$ cat config.mk
export PLATFORM = sky130hd
export DESIGN_NAME = crc_frame_decoder_top
export DESIGN_NICKNAME = d
export VERILOG_FILES = /design/src/rtl/core/cfd_pkg.sv /design/src/rtl/core/cfd_frame_engine.sv /design/src/rtl/core/crc_frame_decoder_top.sv
export SDC_FILE = /design/constraint.sdc
export NUM_CORES = 1
export LEC_CHECK = 0
export ABC_CLOCK_PERIOD_IN_PS = 5990
export BUFFER_PORTS_ARGS = -buffer_cell sky130_fd_sc_hd__buf_2
export CAP_MARGIN = 15
export CORE_ASPECT_RATIO = 1.75
export CORE_MARGIN = 5
export CORE_UTILIZATION = 55
export CTS_CLUSTER_DIAMETER = 50
export DETAILED_ROUTE_END_ITERATION = 6
export GPL_TIMING_DRIVEN = 0
export PLACE_DENSITY = 0.83
export SYNTH_ARGS = -nofsm -noshare
export SYNTH_HDL_FRONTEND = slang
export SYNTH_SLANG_ARGS = --single-unit
$ cat constraint.sdc
create_clock -name aclk -period 5.99 [get_ports aclk]
set_input_delay 1.198 -clock aclk [delete_from_list [all_inputs] [get_ports aclk]]
set_output_delay 1.198 -clock aclk [all_outputs]
set_load 0.1 [all_outputs]
$ cat src/rtl/core/cfd_pkg.sv
// ----------------------------------------------------------------------------
// cfd_pkg: shared types and constants of the CRC frame decoder
// Frame layout constants, status codes, the result record passed from the
// frame engine to the top level, and the CRC16-Modbus byte update.
// ----------------------------------------------------------------------------
package cfd_pkg;

    // frame layout
    localparam int unsigned COUNT_W    = 17;
    localparam logic [COUNT_W-1:0] HDR_LEN        = 17'd7;
    localparam logic [COUNT_W-1:0] CRC_START      = 17'd2;
    localparam logic [COUNT_W-1:0] FRAME_OVERHEAD = 17'd11;
    localparam logic [COUNT_W-1:0] COUNT_MAX      = 17'h1FFFF;

    // byte positions of the header fields
    localparam logic [COUNT_W-1:0] POS_PRE0    = 17'd0;
    localparam logic [COUNT_W-1:0] POS_PRE1    = 17'd1;
    localparam logic [COUNT_W-1:0] POS_ID_LO   = 17'd2;
    localparam logic [COUNT_W-1:0] POS_ID_HI   = 17'd3;
    localparam logic [COUNT_W-1:0] POS_TYPE    = 17'd4;
    localparam logic [COUNT_W-1:0] POS_LEN_LO  = 17'd5;
    localparam logic [COUNT_W-1:0] POS_LEN_HI  = 17'd6;

    // marker bytes
    localparam logic [7:0] PRE0 = 8'hAA;
    localparam logic [7:0] PRE1 = 8'h55;
    localparam logic [7:0] TRL0 = 8'h0D;
    localparam logic [7:0] TRL1 = 8'h0A;

    // crc16-modbus
    localparam logic [15:0] CRC_INIT = 16'hFFFF;
    localparam logic [15:0] CRC_POLY = 16'hA001;

    // reset value of the payload limit
    localparam logic [15:0] MAX_PAYLOAD_RST = 16'd256;

    // result kinds
    localparam logic KIND_PAYLOAD = 1'b0;
    localparam logic KIND_STATUS  = 1'b1;

    typedef enum logic [2:0] {
        STATUS_OK      = 3'd0,
        STATUS_SHORT   = 3'd1,
        STATUS_FRAMING = 3'd2,
        STATUS_SIZE    = 3'd3,
        STATUS_CRC     = 3'd4
    } status_t;

    typedef struct packed {
        logic        valid;
        logic        kind;
        logic [7:0]  data_byte;
        logic [15:0] byte_index;
        logic [15:0] frame_ident;
        logic [7:0]  frame_kind_code;
        logic [15:0] length_field;
        status_t     status;
    } result_t;

    // one byte through the reflected crc, lsb first
    function automatic logic [15:0] crc16_byte(input logic [15:0] crc_in,
                                               input logic [7:0]  data);
        logic [15:0] c;
        c = crc_in ^ {8'h00, data};
        for (int i = 0; i < 8; i++) begin
            c = c[0] ? ((c >> 1) ^ CRC_POLY) : (c >> 1);
        end
        return c;
    endfunction

endpackage

$ cat src/rtl/core/cfd_frame_engine.sv
// ----------------------------------------------------------------------------
// cfd_frame_engine: per-byte frame state and result logic
// Holds the frame position, header fields, running CRC and received CRC.
// One byte is consumed per step; a payload byte or the final byte yields a
// result record, and the final byte returns the frame state to its start.
// ----------------------------------------------------------------------------
module cfd_frame_engine (
    input  logic            aclk,
    input  logic            aresetn,
    input  logic            step_en,
    input  logic [7:0]      rx_byte,
    input  logic            end_of_frame,
    input  logic [15:0]     max_payload,
    output cfd_pkg::result_t result
);

    logic [cfd_pkg::COUNT_W-1:0] byte_count_reg, byte_count_next;
    logic [15:0] crc_running_reg, crc_running_next;
    logic [15:0] ident_reg, ident_next;
    logic [7:0]  kind_reg, kind_next;
    logic [15:0] declared_len_reg, declared_len_next;
    logic        preamble_bad_reg, preamble_bad_next;
    logic [15:0] received_crc_reg, received_crc_next;
    logic [7:0]  previous_byte_reg;

    logic [cfd_pkg::COUNT_W-1:0] pos;
    logic [cfd_pkg::COUNT_W-1:0] pay_end;
    logic [cfd_pkg::COUNT_W-1:0] crc_end;
    logic [cfd_pkg::COUNT_W-1:0] frame_total;
    logic        is_payload;
    cfd_pkg::status_t status;

    // header capture, crc and position update
    always_comb begin
        pos               = byte_count_reg;
        ident_next        = ident_reg;
        kind_next         = kind_reg;
        declared_len_next = declared_len_reg;
        preamble_bad_next = preamble_bad_reg;
        received_crc_next = received_crc_reg;
        crc_running_next  = crc_running_reg;
        is_payload        = 1'b0;

        if (pos == cfd_pkg::POS_PRE0 && rx_byte != cfd_pkg::PRE0) preamble_bad_next = 1'b1;
        if (pos == cfd_pkg::POS_PRE1 && rx_byte != cfd_pkg::PRE1) preamble_bad_next = 1'b1;
        if (pos == cfd_pkg::POS_ID_LO)  ident_next[7:0]         = rx_byte;
        if (pos == cfd_pkg::POS_ID_HI)  ident_next[15:8]        = rx_byte;
        if (pos == cfd_pkg::POS_TYPE)   kind_next               = rx_byte;
        if (pos == cfd_pkg::POS_LEN_LO) declared_len_next[7:0]  = rx_byte;
        if (pos == cfd_pkg::POS_LEN_HI) declared_len_next[15:8] = rx_byte;

        pay_end = cfd_pkg::HDR_LEN + {1'b0, declared_len_reg};
        if (pos >= cfd_pkg::HDR_LEN) begin
            if (pos < pay_end) begin
                is_payload = 1'b1;
            end else if (pos == pay_end) begin
                received_crc_next[7:0] = rx_byte;
            end else if (pos == pay_end + 17'd1) begin
                received_crc_next[15:8] = rx_byte;
            end
        end

        // crc covers id through the end of the payload
        crc_end = cfd_pkg::HDR_LEN + {1'b0, declared_len_next};
        if (pos >= cfd_pkg::CRC_START && pos < crc_end) begin
            crc_running_next = cfd_pkg::crc16_byte(crc_running_reg, rx_byte);
        end

        // saturating byte count
        byte_count_next = (byte_count_reg != cfd_pkg::COUNT_MAX) ?
                          byte_count_reg + 17'd1 : byte_count_reg;
    end

    // frame verdict, first failing check decides
    always_comb begin
        frame_total = byte_count_next;
        if (frame_total < cfd_pkg::FRAME_OVERHEAD) begin
            status = cfd_pkg::STATUS_SHORT;
        end else if (preamble_bad_next) begin
            status = cfd_pkg::STATUS_FRAMING;
        end else if (declared_len_next > max_payload ||
                     frame_total != cfd_pkg::FRAME_OVERHEAD + {1'b0, declared_len_next}) begin
            status = cfd_pkg::STATUS_SIZE;
        end else if (previous_byte_reg != cfd_pkg::TRL0 || rx_byte != cfd_pkg::TRL1) begin
            status = cfd_pkg::STATUS_FRAMING;
        end else if (received_crc_next != crc_running_next) begin
            status = cfd_pkg::STATUS_CRC;
        end else begin
            status = cfd_pkg::STATUS_OK;
        end
    end

    // result record
    always_comb begin
        result.valid           = end_of_frame || is_payload;
        result.frame_ident     = ident_next;
        result.frame_kind_code = kind_next;
        result.length_field    = declared_len_next;
        if (end_of_frame) begin
            result.kind       = cfd_pkg::KIND_STATUS;
            result.data_byte  = 8'h00;
            result.byte_index = 16'h0000;
            result.status     = status;
        end else begin
            result.kind       = cfd_pkg::KIND_PAYLOAD;
            result.data_byte  = rx_byte;
            result.byte_index = 16'(pos - cfd_pkg::HDR_LEN);
            result.status     = cfd_pkg::STATUS_OK;
        end
    end

    // frame state, cleared after the final byte
    always_ff @(posedge aclk) begin
        if (!aresetn || (step_en && end_of_frame)) begin
            byte_count_reg    <= '0;
            crc_running_reg   <= cfd_pkg::CRC_INIT;
            ident_reg         <= '0;
            kind_reg          <= '0;
            declared_len_reg  <= '0;
            preamble_bad_reg  <= 1'b0;
            received_crc_reg  <= '0;
            previous_byte_reg <= '0;
        end else if (step_en) begin
            byte_count_reg    <= byte_count_next;
            crc_running_reg   <= crc_running_next;
            ident_reg         <= ident_next;
            kind_reg          <= kind_next;
            declared_len_reg  <= declared_len_next;
            preamble_bad_reg  <= preamble_bad_next;
            received_crc_reg  <= received_crc_next;
            previous_byte_reg <= rx_byte;
        end
    end

endmodule

$ cat src/rtl/core/crc_frame_decoder_top.sv
// ----------------------------------------------------------------------------
// crc_frame_decoder_top: length-prefixed frame decoder with CRC16-Modbus
// Decodes AA 55 framed packets byte by byte, passes payload bytes on and
// gives a status transaction on the flagged final byte.
// ----------------------------------------------------------------------------
//
//  channel   dir   handshake               payload
//  -------   ---   ---------------------   ------------------------------------
//  s_        in    s_valid / s_ready       s_rx_byte, s_end_of_frame
//  m_        out   m_valid / m_ready       m_kind, m_data_byte, m_byte_index,
//                                          m_frame_ident, m_frame_kind_code,
//                                          m_length_field, m_status
//  cfg_      in    cfg_valid / cfg_ready   cfg_max_payload
//
//  One byte per cycle sustained while the output is not stalled: a transaction
//  lands in the input register, goes through the frame engine when the output
//  register has room, and its result is registered in the output register.
//  Reset (aresetn low at a clock edge) empties both registers, restarts the
//  frame and sets max_payload to 256.
//  A stalled output register holds the engine; the input register then
//  fills and s_ready drops until m_ready returns.
// ----------------------------------------------------------------------------
module crc_frame_decoder_top (
    input  logic        aclk,
    input  logic        aresetn,

    input  logic        s_valid,
    output logic        s_ready,
    input  logic [7:0]  s_rx_byte,
    input  logic        s_end_of_frame,

    output logic        m_valid,
    input  logic        m_ready,
    output logic        m_kind,
    output logic [7:0]  m_data_byte,
    output logic [15:0] m_byte_index,
    output logic [15:0] m_frame_ident,
    output logic [7:0]  m_frame_kind_code,
    output logic [15:0] m_length_field,
    output logic [2:0]  m_status,

    input  logic        cfg_valid,
    output logic        cfg_ready,
    input  logic [15:0] cfg_max_payload
);

    logic        in_valid_reg;
    logic [7:0]  in_byte_reg;
    logic        in_eof_reg;
    logic        out_valid_reg;
    cfd_pkg::result_t out_reg;
    cfd_pkg::result_t result;
    logic [15:0] max_payload_reg;
    logic        step_en;

    // engine steps when it has a byte and the output register has room
    assign step_en = in_valid_reg && (!out_valid_reg || m_ready);
    assign s_ready = !in_valid_reg || step_en;
    assign cfg_ready = 1'b1;

    // payload limit register
    always_ff @(posedge aclk) begin
        if (!aresetn) begin
            max_payload_reg <= cfd_pkg::MAX_PAYLOAD_RST;
        end else if (cfg_valid) begin
            max_payload_reg <= cfg_max_payload;
        end
    end

    // input register
    always_ff @(posedge aclk) begin
        if (!aresetn) begin
            in_valid_reg <= 1'b0;
        end else if (s_ready) begin
            in_valid_reg <= s_valid;
        end
    end

    always_ff @(posedge aclk) begin
        if (s_valid && s_ready) begin
            in_byte_reg <= s_rx_byte;
            in_eof_reg  <= s_end_of_frame;
        end
    end

    cfd_frame_engine u_engine (
        .aclk         (aclk),
        .aresetn      (aresetn),
        .step_en      (step_en),
        .rx_byte      (in_byte_reg),
        .end_of_frame (in_eof_reg),
        .max_payload  (max_payload_reg),
        .result       (result)
    );

    // output register
    always_ff @(posedge aclk) begin
        if (!aresetn) begin
            out_valid_reg <= 1'b0;
        end else if (step_en && result.valid) begin
            out_valid_reg <= 1'b1;
        end else if (m_ready) begin
            out_valid_reg <= 1'b0;
        end
    end

    always_ff @(posedge aclk) begin
        if (step_en && result.valid) begin
            out_reg <= result;
        end
    end

    assign m_valid           = out_valid_reg;
    assign m_kind            = out_reg.kind;
    assign m_data_byte       = out_reg.data_byte;
    assign m_byte_index      = out_reg.byte_index;
    assign m_frame_ident     = out_reg.frame_ident;
    assign m_frame_kind_code = out_reg.frame_kind_code;
    assign m_length_field    = out_reg.length_field;
    assign m_status          = out_reg.status;

endmodule

-- Word level (Yosys, flattened, before mapping)
Cells that the tools add are included.
- add/subtract/negate cells: 6
- shift-type cells: 0
- mux-type cells: 32
- divide/modulo/power cells: 0
- equality and inequality tests: 15
- reductions and logical operators: 20
- magnitude comparators: 6
- bitwise operators: 10
- multipliers: 0
- operators with widths (operator ; count):
    $mux W16 ; 11
    $mux W8 ; 8
    $eq A17 B3 Y1 const B ; 3
    $add A17 B1 Y17 const B ; 2
    $add A3 B16 Y17 const A ; 2
    $eq A17 B17 Y1 ; 2
    $eq A17 B2 Y1 const B ; 2
    $lt A17 B17 Y1 ; 2
    $mux W25 ; 1
    $not A2 Y3 ; 8
    $add A4 B16 Y17 const A ; 1
    $eq A17 B1 Y1 const B ; 1
    $ge A17 B2 Y1 const B ; 1
    $ge A17 B3 Y1 const B ; 1
    $logic_not A17 Y1 ; 1
    $lt A17 B4 Y1 const B ; 1
    $mux W17 ; 1
    $ne A17 B17 Y1 ; 1
    $ne A17 B17 Y1 const B ; 1
    $gt A16 B16 Y1 ; 1
    $ne A16 B16 Y1 ; 1
    $ne A8 B4 Y1 const B ; 2
    $sub A16 B3 Y16 const B ; 1
    $xor A16 B8 Y16 ; 1
    12 further kinds ; 33
- memory bits (writable): 0
- bits in latches: 0
- word-level logic and storage cells: 111
- memories kept: 0
- bits in read-only memories: 0
- output and inout bits: 71
- bits in registers: 193

-- Depth between registers and ports, before layout
- depth after elaboration: 24
- gate-level depth with buffers: 28
- depth with buffers taken out: 24

-- Modules after synthesis
From an unflattened synthesis, not the netlist that was laid out.
- cells, all modules: 1301
- area, all modules: 12338.1 um2
- by module, submodules not included (module ; seq. area each (um2) ; times used ; cells each ; area each (um2)):
    cfd_frame_engine ; 1961.9 ; 1 ; 1158 ; 9302.7
    crc_frame_decoder_top ; 2672.6 ; 1 ; 143 ; 3035.4

-- Worst setup path before layout
Ideal clock, no wire load.
- path type: reg-to-reg
- from: reg u_engine.declared_len_reg[1]
- to: reg out_reg, in the netlist m_byte_index[0], enable pin
- setup time: 0.496 ns
- required time: 5.494 ns
- cell stages (with the launch flop): 16
- data arrival time: 5.534 ns
- path slack: -0.040 ns
- buffers on the path: 1
- cells stage by stage: dfxtp_1 -> clkbuf_1 -> inv_1 -> ha_1 -> nor2b_1 -> nor4_1 -> xor2_1 -> inv_1 -> ha_1 -> nand3_1 -> nand2_1 -> a21oi_1 -> a31oi_1 -> nor2_1 -> a21oi_1 -> nor2_1
- word-level cells in the longest chain between the ends: 6
- ends and longest elaborated chain (item ; RTL line ; text):
    start: declaration ; cfd_frame_engine.sv:21 ; logic [15:0] declared_len_reg, declared_len_next;
    start signal: assignment ; cfd_frame_engine.sv:128 ; declared_len_reg <= declared_len_next;
    $add A3 B16 Y17 ; cfd_frame_engine.sv:52 ; pay_end = cfd_pkg::HDR_LEN + {1'b0, declared_len_reg};
    $lt A17 B17 Y1 ; cfd_frame_engine.sv:54 ; if (pos < pay_end) begin
    $mux W1 ; cfd_frame_engine.sv:54 ;
    $mux W1 ; cfd_frame_engine.sv:53 ; if (pos >= cfd_pkg::HDR_LEN) begin
    $logic_or A1 B1 Y1 ; cfd_frame_engine.sv:95 ; result.valid = end_of_frame || is_payload;
    $logic_and A1 B1 Y1 ; crc_frame_decoder_top.sv:108 ; if (step_en && result.valid) begin
    end signal: assignment ; crc_frame_decoder_top.sv:109 ; out_reg <= result;
    end: declaration ; crc_frame_decoder_top.sv:51 ; cfd_pkg::result_t out_reg;
No other way between the ends.
A chain may end at the register's enable or synchronous reset.

-- Worst setup path in the final report
- from: reg u_engine.byte_count_reg[3] (netlist bit)
- to: reg out_reg, in the netlist m_status[2], data pin
- word-level cells in the longest chain between the ends: 8
- elaborated cells between the ends (all ways): 35
- classes of those cells: 3 x add/sub; 6 x order compare; 8 x eq/ne; 12 x mux; 6 x reduce/logical
- ends and longest elaborated chain (item ; RTL line ; text):
    start: declaration ; cfd_frame_engine.sv:17 ; logic [cfd_pkg::COUNT_W-1:0] byte_count_reg, byte_count_next;
    start signal: assignment ; cfd_frame_engine.sv:124 ; byte_count_reg <= byte_count_next;
    $eq A17 B3 Y1 (on tied branches) ; cfd_frame_engine.sv:49, cfd_frame_engine.sv:50 ;
    $mux W8 (on tied branches) ; cfd_frame_engine.sv:49, cfd_frame_engine.sv:50 ;
    $add A3 B16 Y17 ; cfd_frame_engine.sv:64 ; crc_end = cfd_pkg::HDR_LEN + {1'b0, declared_len_next};
    $lt A17 B17 Y1 ; cfd_frame_engine.sv:65 ; if (pos >= cfd_pkg::CRC_START && pos < crc_end) begin
    $logic_and A1 B1 Y1 ; cfd_frame_engine.sv:65 ;
    $mux W16 ; cfd_frame_engine.sv:65 ;
    $ne A16 B16 Y1 ; cfd_frame_engine.sv:86 ; end else if (received_crc_next != crc_running_next) begin
    $mux W3 ; cfd_frame_engine.sv:86 ;
Several ways; a longest one is shown, not always the timed one.

==> metrics.txt <==
Rel. slew slack 29.3%; fmax 0.168 GHz; Required @ worst endpoint 6.16 ns; placer congestion estimate 0.997; Synth top area share 19.4%; die width 121 um; Detailed Place HPWL 28.3 mm; Max Cap Viol 0; mapped cell area 12000 sq um; Antenna Cells 0; post-synth top area cell dfxtp_1; most common flop cell mapped by yosys dfxtp_1; top cells by count, synth 138 x nand2_1, 116 x dfxtp_1, 112 x nor2_1; CP bufs+invs 4; Synth Net Count 1409; CTS Buf Count 17; # rows 71; I/O Buffers 97; Area contributors post-synth dfxtp_1 19%, edfxtp_1 19%, xnor2_1 7.3%, mux2i_1 7.1%, ha_1 5.9%; Slew @ Worst Pin 1.03 ns; async set or reset register ratio after synthesis 0%; antenna violations before repair 0; Starting Density 55.6%; fin util 66.8%; # fillers 1711; Tcrit/Tclk final 99.2%; vias in the first global route 11075; GR peak layer met2; worst-path fanout max 10; drc violations 0; CTS max path bufs 2; final hold vios 0; Routed wire per std cell 21.7 um; critical path's top delay family simple AND/OR/NAND/NOR gates; Clk pin slew, worst setup/hold paths 0.08 ns; final setup violation count 0; RSZ-0062 raised after global routing true; synth warn 0; slowest CP cell or4b_4; met3 Use GR 4.53%; drt initial violations 778; hold_buf cts 0; peak supply drop 0.267 mV; TritonCTS clock tree built; Slew Limit Fails 0; P_leak 0.00559 uW; clk_lat worst skew 0.44 ns; Antenna Nets Post-Route 0; Area after DPL 12900 sq um; DRT Pass-1 Iters 5; cell mode on critical path buf_4; Avg Vias per Cell 6.13; Routed Wire Length 38.8 mm; critical path type flip-flop to flip-flop; fin area 14400 sq um; Hold WC Path Type flip-flop to flip-flop; most frequent cell after synthesis nand2_1; Die ar. 24900 sq um; met1 GRT Util 30.7%; clock sink total 193; Die H 205 um; ordered cell list for the critical path buf_4 -> or4b_4 -> nor4_4 -> and2_4 -> a21oi_2 -> ha_2 -> a21oi_2 -> and3_4 -> o21a_4 -> nand2_1 -> xnor2_2 -> ha_1 -> and4_1 -> a221oi_2 -> o211ai_1 -> a31oi_1 -> buf_4 -> buf_12 -> buf_4 -> mux2i_1 -> xnor2_1 -> nand3_1 -> nor3_2 -> a311oi_2; max reg flops 17; GR Util met2 54.8%; largest net degree at the start of global routing 37; Pwr Density 230 nW/um^2; crit path DAT 6.11 ns; Avg Cell Area, Syn 9.04 sq um; Nets 1567; num ports 101; skew final 0.0127 ns; Layout area overhead 20.1%; GRT Util Overall 30.7%; Yosys reg bits 193; Netlist cell types 71; CTS Root Cell clkbuf_16; first-pass GRT wire length 58.7 mm; Mapped Cells 1323; total vias in the final route 10951; post-route minimum period 5.94 ns; grt ovf 0; Startpoint Class flip-flop; Worst Setup End Kind flip-flop; CORE AREA 21500 sq um; H-Tree Level Count 4; Post-synth EDFFs 77; status finished clean; fraction of layout cells with a size suffix above 1 20.2%; sequential fraction of the synthesis area 38.7%; largest stage delay on the critical path 0.57 ns
[final cells by class]
class                      instances  area, sq um  share of cell area, %
buffer                            92          453                   3.15
clock buffer                      20          479                   3.33
clock inverter                    12          184                   1.28
inverter                          42          160                   1.11
multi-input combinational        995         7210                   50.2
sequential                       193         4650                   32.4
tap                              292          365                   2.54
timing repair buffer             140          865                   6.02
[layer usage]
metal | wire length, um | part of all wire [%]
met1 | 13100 | 34
met2 | 19900 | 51
met3 | 2200 | 5.7
met4 | 3520 | 9.1
met5 | 0 | 0
[final timing paths]
path	from	endpoint	slack [ns]	cells after the start
worst max-delay path	u_engine.byte_count_reg[3]	m_status[2]	0.05	24
worst min-delay path	u_engine.ident_reg[7]	u_engine.ident_reg[7]	0.46	2
worst max register to register	u_engine.byte_count_reg[3]	m_status[2]	0.05	24
worst min register to register	u_engine.ident_reg[7]	u_engine.ident_reg[7]	0.46	2
[cell usage in the layout (no fill, tap or decap), types with 36 or more instances in the layout]
master / netlist / final
dfxtp_1: 116 / 108
xor2_1: 37 / 37
nand3_1: 39 / 39
edfxtp_1: 77 / 77
nor2b_1: 37 / 36
a21oi_1: 71 / 68
buf_4: 3 / 42
ha_1: 56 / 52
inv_1: 42 / 36
nor2_1: 112 / 111
buf_2: 11 / 103
clkbuf_1: 68 / 62
nor3_1: 49 / 46
xnor2_1: 100 / 92
mux2i_1: 85 / 68
nand2_1: 138 / 137
[power breakdown]
part / leakage [uW] / total [uW] / internal [uW] / switching, uW
clock: 0.000325 / 1290 / 727 / 560
sequential: 0.00168 / 1430 / 1400 / 21.1
combinational: 0.00358 / 595 / 190 / 405
total: 0.00559 / 3310 / 2320 / 986
[tightest hold or removal path, stage by stage, from the launching register on]
cell	delay, ns
dfxtp_1	0.31
nand2_1	0.05
a21oi_1	0.05
[stage by stage]
step	power, uW	std cells	TNS (ns)	hold WS, ns	setup WS (ns)
floorplan	1840	1323	0	0.424	0.00531
global placement	1970	1712	-46.39	0.430	-1.72
CTS	3280	1770	0	0.454	0.000986
detailed placement	1980	1714	-16.91	0.444	-1.71
global route	3400	1786	-0.0854	0.474	-0.0854
finish	3310	1786	0	0.457	0.0504
[logic make-up (layout without fill, tap and decap cells)]
group / after synthesis / in the layout / share of synthesized area [%]
mux: 112 / 112 / 9.68
compound gates: 197 / 197 / 10.6
buf+inv: 135 / 306 / 4.51
xor+xnor: 138 / 138 / 10.2
other cells: 1 / 1 / 0.0314
fa+ha+maj: 56 / 56 / 5.86
simple gates: 491 / 491 / 20.3
flops: 193 / 193 / 38.7
[timing repair]
action / CTS / global route
gates cloned: 0 / 0
setup endpoints to repair: 17 / 8
pin swaps: 17 / 22
resized for setup: 76 / 55
buffers inserted: 25 / 16
No activity file was read; power rests on OpenSTA's default activity.
